===== config.mk =====
export PLATFORM = sky130hd
export DESIGN_NAME = csm_cell
export DESIGN_NICKNAME = d
export VERILOG_FILES = /design/src/sv/csm_pkg.sv /design/src/sv/csm_cell.sv
export VERILOG_INCLUDE_DIRS = /design/src /design/src/sv
export SDC_FILE = /design/constraint.sdc
export NUM_CORES = 2
export LEC_CHECK = 0
export BUFFER_PORTS_ARGS = -buffer_cell sky130_fd_sc_hd__buf_2
export CAP_MARGIN = 20
export CORE_AREA = 8 8 333 335
export CTS_CLUSTER_DIAMETER = 60
export CTS_CLUSTER_SIZE = 16
export DETAILED_ROUTE_END_ITERATION = 6
export DIE_AREA = 0 0 341 343
export PLACE_DENSITY = 0.62
export SYNTH_ARGS = -nofsm -noshare
export SYNTH_HDL_FRONTEND = slang
export SYNTH_SLANG_ARGS = --single-unit

===== constraint.sdc =====
create_clock -name clk -period 10.9 [get_ports clk]
set_clock_uncertainty 0.2 [all_clocks]
set_input_delay 0.545 -clock clk [delete_from_list [all_inputs] [get_ports clk]]
set_output_delay 0.545 -clock clk [all_outputs]
set_load 0.02 [all_outputs]

===== src/sv/assert_macros.svh =====
// assertion helpers shared by the mixer modules
// each macro expects clk and rst to be visible in the using module
`ifndef ASSERT_MACROS_SVH
`define ASSERT_MACROS_SVH

// property checked at every clock edge outside reset
`define CSM_ASSERT(label, prop) \
  label: assert property (@(posedge clk) disable iff (rst) prop) \
    else $error("csm assertion failed");

// implication whose consequent is checked in the following cycle
`define CSM_ASSERT_NEXT(label, ante, cons) \
  label: assert property (@(posedge clk) disable iff (rst) (ante) |=> (cons)) \
    else $error("csm assertion failed");

`endif


===== src/sv/csm_pkg.sv =====
// ----------------------------------------------------------------------------
// csm_pkg
// shared constants, stage payload type and helpers of the crosspoint mixer
// ----------------------------------------------------------------------------
package csm_pkg;

  localparam int PORT_COUNT  = 8;
  localparam int BUS_COUNT   = 4;
  localparam int SAMPLE_BITS = 24;
  localparam int GAIN_BITS   = 16;
  localparam int GAIN_FRAC   = 12;
  localparam int MASK_BITS   = 4;
  localparam int CFG_BITS    = 64;
  localparam int CFG_IDX_BITS = 2;

  // exact product of a signed sample and an unsigned gain
  localparam int PROD_BITS = SAMPLE_BITS + GAIN_BITS;
  // room for all ports plus the rounding offset
  localparam int ACC_BITS  = PROD_BITS + $clog2(PORT_COUNT + 1) + 1;
  localparam int Q_BITS    = ACC_BITS - GAIN_FRAC;

  localparam logic [ACC_BITS-1:0] ROUND_HALF = ACC_BITS'(1) << (GAIN_FRAC - 1);

  localparam logic signed [Q_BITS-1:0] SAT_HI = Q_BITS'((64'sd1 <<< (SAMPLE_BITS - 1)) - 1);
  localparam logic signed [Q_BITS-1:0] SAT_LO = -SAT_HI - Q_BITS'(1);
  localparam logic [SAMPLE_BITS-1:0] SAT_MAX = SAT_HI[SAMPLE_BITS-1:0];
  localparam logic [SAMPLE_BITS-1:0] SAT_MIN = SAT_LO[SAMPLE_BITS-1:0];

  // configuration register indexes
  localparam logic [CFG_IDX_BITS-1:0] REG_BUS_MASKS  = CFG_IDX_BITS'(0);
  localparam logic [CFG_IDX_BITS-1:0] REG_GAINS_LOW  = CFG_IDX_BITS'(1);
  localparam logic [CFG_IDX_BITS-1:0] REG_GAINS_HIGH = CFG_IDX_BITS'(2);

  localparam logic [31:0]         BUS_MASKS_RESET = 32'h1111_1111;
  localparam logic [CFG_BITS-1:0] GAINS_RESET     = 64'h1000_1000_1000_1000;

  // payload handed from one cell to the next
  typedef struct packed {
    logic [PORT_COUNT-1:0][SAMPLE_BITS-1:0] samples;
    logic [BUS_COUNT-1:0][ACC_BITS-1:0]     acc;
    logic [PROD_BITS-1:0]                   prod;
    logic [BUS_COUNT-1:0]                   prod_mask;
    logic                                   block_end;
  } csm_stage_t;

  // sign-extend a product to accumulator width
  function automatic logic [ACC_BITS-1:0] ext_prod(input logic [PROD_BITS-1:0] p);
    ext_prod = {{(ACC_BITS - PROD_BITS){p[PROD_BITS-1]}}, p};
  endfunction

endpackage


===== src/sv/csm_cell.sv =====
// ----------------------------------------------------------------------------
// csm_cell
// one port cell: forms this port's product, adds the upstream product
// ----------------------------------------------------------------------------
`include "assert_macros.svh"

module csm_cell import csm_pkg::*; (
  input  logic                   clk,
  input  logic                   rst,
  input  logic                   adv,
  input  logic                   valid_in,
  input  csm_stage_t             stage_in,
  input  logic [SAMPLE_BITS-1:0] sample,
  input  logic [GAIN_BITS-1:0]   gain,
  input  logic [BUS_COUNT-1:0]   mask,
  output logic                   valid_out,
  output csm_stage_t             stage_out
);

  logic signed [PROD_BITS-1:0] prod_next;
  csm_stage_t                  stage_next;

  always_comb begin
    prod_next = '0;
    if (mask != '0) begin
      prod_next = $signed(sample) * $signed({1'b0, gain});
    end
    stage_next           = stage_in;
    stage_next.prod      = prod_next;
    stage_next.prod_mask = mask;
    for (int b = 0; b < BUS_COUNT; b++) begin
      if (stage_in.prod_mask[b]) begin
        stage_next.acc[b] = stage_in.acc[b] + ext_prod(stage_in.prod);
      end
    end
  end

  always_ff @(posedge clk) begin
    if (rst) begin
      valid_out <= 1'b0;
    end else if (adv) begin
      valid_out <= valid_in;
    end
  end

  always_ff @(posedge clk) begin
    if (adv) begin
      stage_out <= stage_next;
    end
  end

  // a port with an empty mask must not carry a product
  `CSM_ASSERT_NEXT(empty_mask_a, adv && (mask == '0), stage_out.prod == '0)

endmodule


# == After elaboration in Yosys (flattened, before gate mapping) ==
# Cells that the tools add are included.
# word_totals
reg_bits,418
input_bits,465
# classes
n_addsub,4
multipliers,1
muxes,4
n_reduce_logical,1
# op_table
cell,n
$add 45x45->45,4
$mux 45,4
$mul 24x17->40,1
$reduce_bool 4->1,1

# == Longest topological paths before layout ==
# logic_depth
word_depth,2
ltp_mapped,25

# == Worst setup path after synthesis ==
# OpenSTA, ideal clock, no wires.
# synth_path
kind,input to register
start,input sample[23]
end,"register stage_out[43] in the netlist's numbering, data pin"
arrival_time_ps,6242
t_required_ps,10430
setup_slack_ps,4188
stages,19
path_cell_list,clkbuf_1 nand2_1 fa_1 fa_1 inv_1 fa_1 fa_1 fa_1 inv_1 fa_1 inv_1 ha_1 a21o_1 a211o_1 or2_2 a21oi_1 o31a_1 nor3_1 or3b_2
# synth_via
elab_chain_len,1
# synth_rtl
element,line_no,rtl
from (decl),csm_cell.sv:13,"input logic [SAMPLE_BITS-1:0] sample,"
$mul 24x17->40,csm_cell.sv:26,"prod_next = $signed(sample) * $signed({1'b0, gain});"
to (signal assigned),csm_cell.sv:48,stage_out <= stage_next;
to (decl),csm_cell.sv:17,output csm_stage_t stage_out
# Every way passes these cells.
# A chain may end at the register's enable or synchronous reset.

# == Final worst setup path ==
# layout_path
start,input gain[8]
end,"register stage_out[33] in the netlist's numbering, data pin"
# layout_via
elab_chain_len,1
# layout_rtl
element,line_no,rtl
from (decl),csm_cell.sv:14,"input logic [GAIN_BITS-1:0] gain,"
$mul 24x17->40,csm_cell.sv:26,
# Every way passes these cells.

==> reports/qor.csv <==
stage,metric,value,unit
run_status,status,finished clean,
logic_synthesis,Ys Warns,0,
layout,area occupied by multi-input gates,23000,µm²
grt,Tot GR Track Use,25.9,%
logic_synthesis,syn avg cell area,10.5,µm²
floorplanning,row count,120,
worst_setup_path,Crit. End Element,flip-flop,
drt,met1 WL,65.3,mm
clock_tree,# resized after CTS,0,
pwr,worst vdd ir,306,µV
drt,1st-pass router iterations,5,
pwr,Power Dens Cells,298,nW/µm²
drt,routed length on met3,18.3,mm
layout,"commonest non-fill, non-tap cell in the layout",buf_2,
worst_setup_path,worst path required time,11100,ps
logic_synthesis,synthesized area,38000,µm²
clock_tree,Clock Tree Root,clkbuf_16,
pwr,clock network power share,13.5,%
logic_synthesis,register area share after synthesis,33.0,%
layout,share of cells above drive strength 1,24.1,%
pwr,Seq pwr share,17.3,%
placement,placed cells,5805,
layout,Layout Utilization,46.1,%
grt,GR Overflow Total,0,
timing,final slew viol count,0,
worst_setup_path,CP startpoint kind,primary input,
logic_synthesis,largest family of logic cells by synthesized area,adder cells,
logic_synthesis,Synth area leader,edfxtp_1,
pwr,switching power total,7090,µW
placement,Port-buffer cells,882,
placement,RD Place Congestion,0.948,
clock_tree,CTS tree,done,
logic_synthesis,post-synthesis simple-gate area fraction,11.3,%
drt,Starting DRT DRC Count,2968,
logic_synthesis,dominant synthesized flop cell,edfxtp_1,
drt,DR top layer,met5,
logic_synthesis,dominant cells by area after synthesis,"edfxtp_1, fa_1, ha_1",
floorplanning,number of primary I/O pins,883,
logic_synthesis,"EDFF count, synth",417,
floorplanning,DIE WIDTH,341,µm
timing,Slew @ Worst Pin,1070,ps
clock_tree,Longest Clk Path Bufs,3,
layout,register area,12500,µm²
worst_setup_path,crit path kind,primary input to flip-flop,
timing,TNS Setup,0,ps
timing,Final min period,6790,ps
pwr,P_leak,0.0225,µW
layout,"Cell Count, Final, Fillers Out",6233,
placement,post-placement cell area,43800,µm²
grt,initial antenna violation count,39,
layout,Final nets,5864,
logic_synthesis,Synth Area in Adders,28.8,%
drt,met2 routed WL,69.2,mm
timing,final worst path period share,62.3,%
logic_synthesis,Synth Area in Compound Gates,12.3,%
drt,DRC,0,
layout,Area Growth Syn to Fin,28.4,%
timing,Max Fclk,147,MHz
grt,first-pass GRT wire length,225,mm
logic_synthesis,share of the synthesized area in the top cell type,33.0,%
drt,Routed Antenna Nets,0,
clock_tree,H-tree depth,2,
logic_synthesis,Mapped Nets,4742,
floorplanning,Starting Density,35.9,%
grt,vias in the first global route,32800,
timing,final setup fails,0,
pwr,combinational share of power,69.3,%
grt,largest net degree at the start of global routing,82,
logic_synthesis,XOR/XNOR Fraction of Synth Area,4.06,%
pwr,internal cell power,7420,µW
timing,worst hold margin,49.0,ps
logic_synthesis,register bit total from synthesis,418,
layout,post-route cell area,48800,µm²
run,Max Cap Viol,0,
worst_setup_path,critical path arrival,6990,ps
logic_synthesis,async set-reset flop share out of synthesis,0,%
timing,RSZ-0062 raised after global routing,false,
clock_tree,clk_lat worst skew,650,ps
drt,Vias/cell,5.23,
worst_hold_path,Hold Path Class,primary input to flip-flop,
floorplanning,Die H,343,µm
layout,Fillers,10100,
worst_setup_path,CP max FO,24,
placement,hpwl dp,129,mm
logic_synthesis,mux cell area share after synthesis,4.07,%
layout,most frequent cells in the layout,"buf_2, inv_1, edfxtp_1",
timing,Slew HR,28.5,%
drt,drt total wl,157,mm
clock_tree,cts bufs inserted,56,
logic_synthesis,Yosys cell types,88,
drt,DR vias,32600,
drt,wire length per cell,25.2,µm
floorplanning,Core Area,106000,µm²
clock_tree,Clock Pin Slew Worst Setup and Hold Paths,70,ps
floorplanning,die footprint,117000,µm²
logic_synthesis,Post-Syn Instances,3627,
clock_tree,clock sinks,418,
pwr,Sw Ratio,48.9,%
timing,Hold Fails Final Rpt,0,
## repair_timing
action,4_1_cts,5_1_grt
hold buffers,289,0
endpoints found under the hold margin,288,0
buffers inserted,0,0
## sequential cells by signal, indices dropped and copies added, names as in the netlist
register,flops
stage_out,417
valid_out,1
## per-stage QoR
stage / power (µW) / setup WS, ps
2_1_floorplan: 9570 / 4190
3_3_place_gp: 12300 / 3480
3_5_place_dp: 12500 / 3420
4_1_cts: 14600 / 4160
5_1_grt: 16000 / 3710
6_report: 14500 / 4110
## final timing paths
kind / startpoint / slack, ps / depth (start not counted) / to
max: gain[8] / 4110 / 24 / stage_out[33]
min: stage_in[68] / 50 / 2 / stage_out[68]
max reg2reg: valid_out / 9520 / 3 / valid_out
min reg2reg: valid_out / 890 / 3 / valid_out
## cells by family after synthesis
logic type / after synthesis
xor+xnor: 176
mux: 138
buf+inv: 647
flops: 418
simple gates: 894
compound gates: 704
fa+ha+maj: 650
## critical path, stage by stage
cell	delay [ps]
buf_2	390
nand2_1	150
fa_1	570
inv_1	70
fa_1	500
inv_1	50
fa_1	530
inv_1	50
fa_1	460
fa_1	490
inv_1	50
fa_1	470
inv_1	40
ha_1	350
a21o_1	200
a21o_1	170
a21oi_1	130
o21ai_0	80
o21ba_2	280
o21ai_0	170
a2111oi_0	760
o31a_1	300
or3_1	130
nand3_1	60
## power groups by stage
stage	registers, µW	logic [µW]	clock network, µW
6_report	2500	10100	1950
5_1_grt	2520	11400	2050
4_1_cts	2510	10100	2000
3_5_place_dp	2530	9930	0
3_3_place_gp	2530	9810	0
2_1_floorplan	2790	6780	0
## Yosys cell counts, types with 8 or more instances
cell type / instances
xor2_1: 66
fa_1: 376
nand4_1: 26
a31oi_1: 25
ha_1: 274
clkbuf_1: 112
nand3_1: 39
o21a_1: 22
nand2_1: 372
edfxtp_1: 417
inv_1: 526
o21ai_1: 8
o211ai_1: 18
nor2b_1: 24
a21o_1: 110
xnor2_1: 110
a21oi_1: 210
and3_1: 29
a221o_1: 10
o21ai_0: 109
nor3_1: 27
or3_1: 13
mux2_2: 132
nor2_1: 137
and2_1: 168
o21bai_1: 32
nand2b_1: 21
o31ai_1: 22
a211oi_1: 28
## area by class of cell
class,count,share of cell area [%]
antenna,36,0.185
clock inverter,46,1.18
multi-input combinational,2562,47.2
sequential,418,25.7
timing repair buffer,1183,15.2
clock buffer,57,2.88
inverter,528,4.06
tap,1403,3.60
## per-layer routing
layer	vias up	global-route usage, %
li1	14700	-
met1	16200	35.1
met2	1431	39.6
met3	194	8.91
met4	12	6.45
met5	-	0
(Power assumes the default switching activity.)
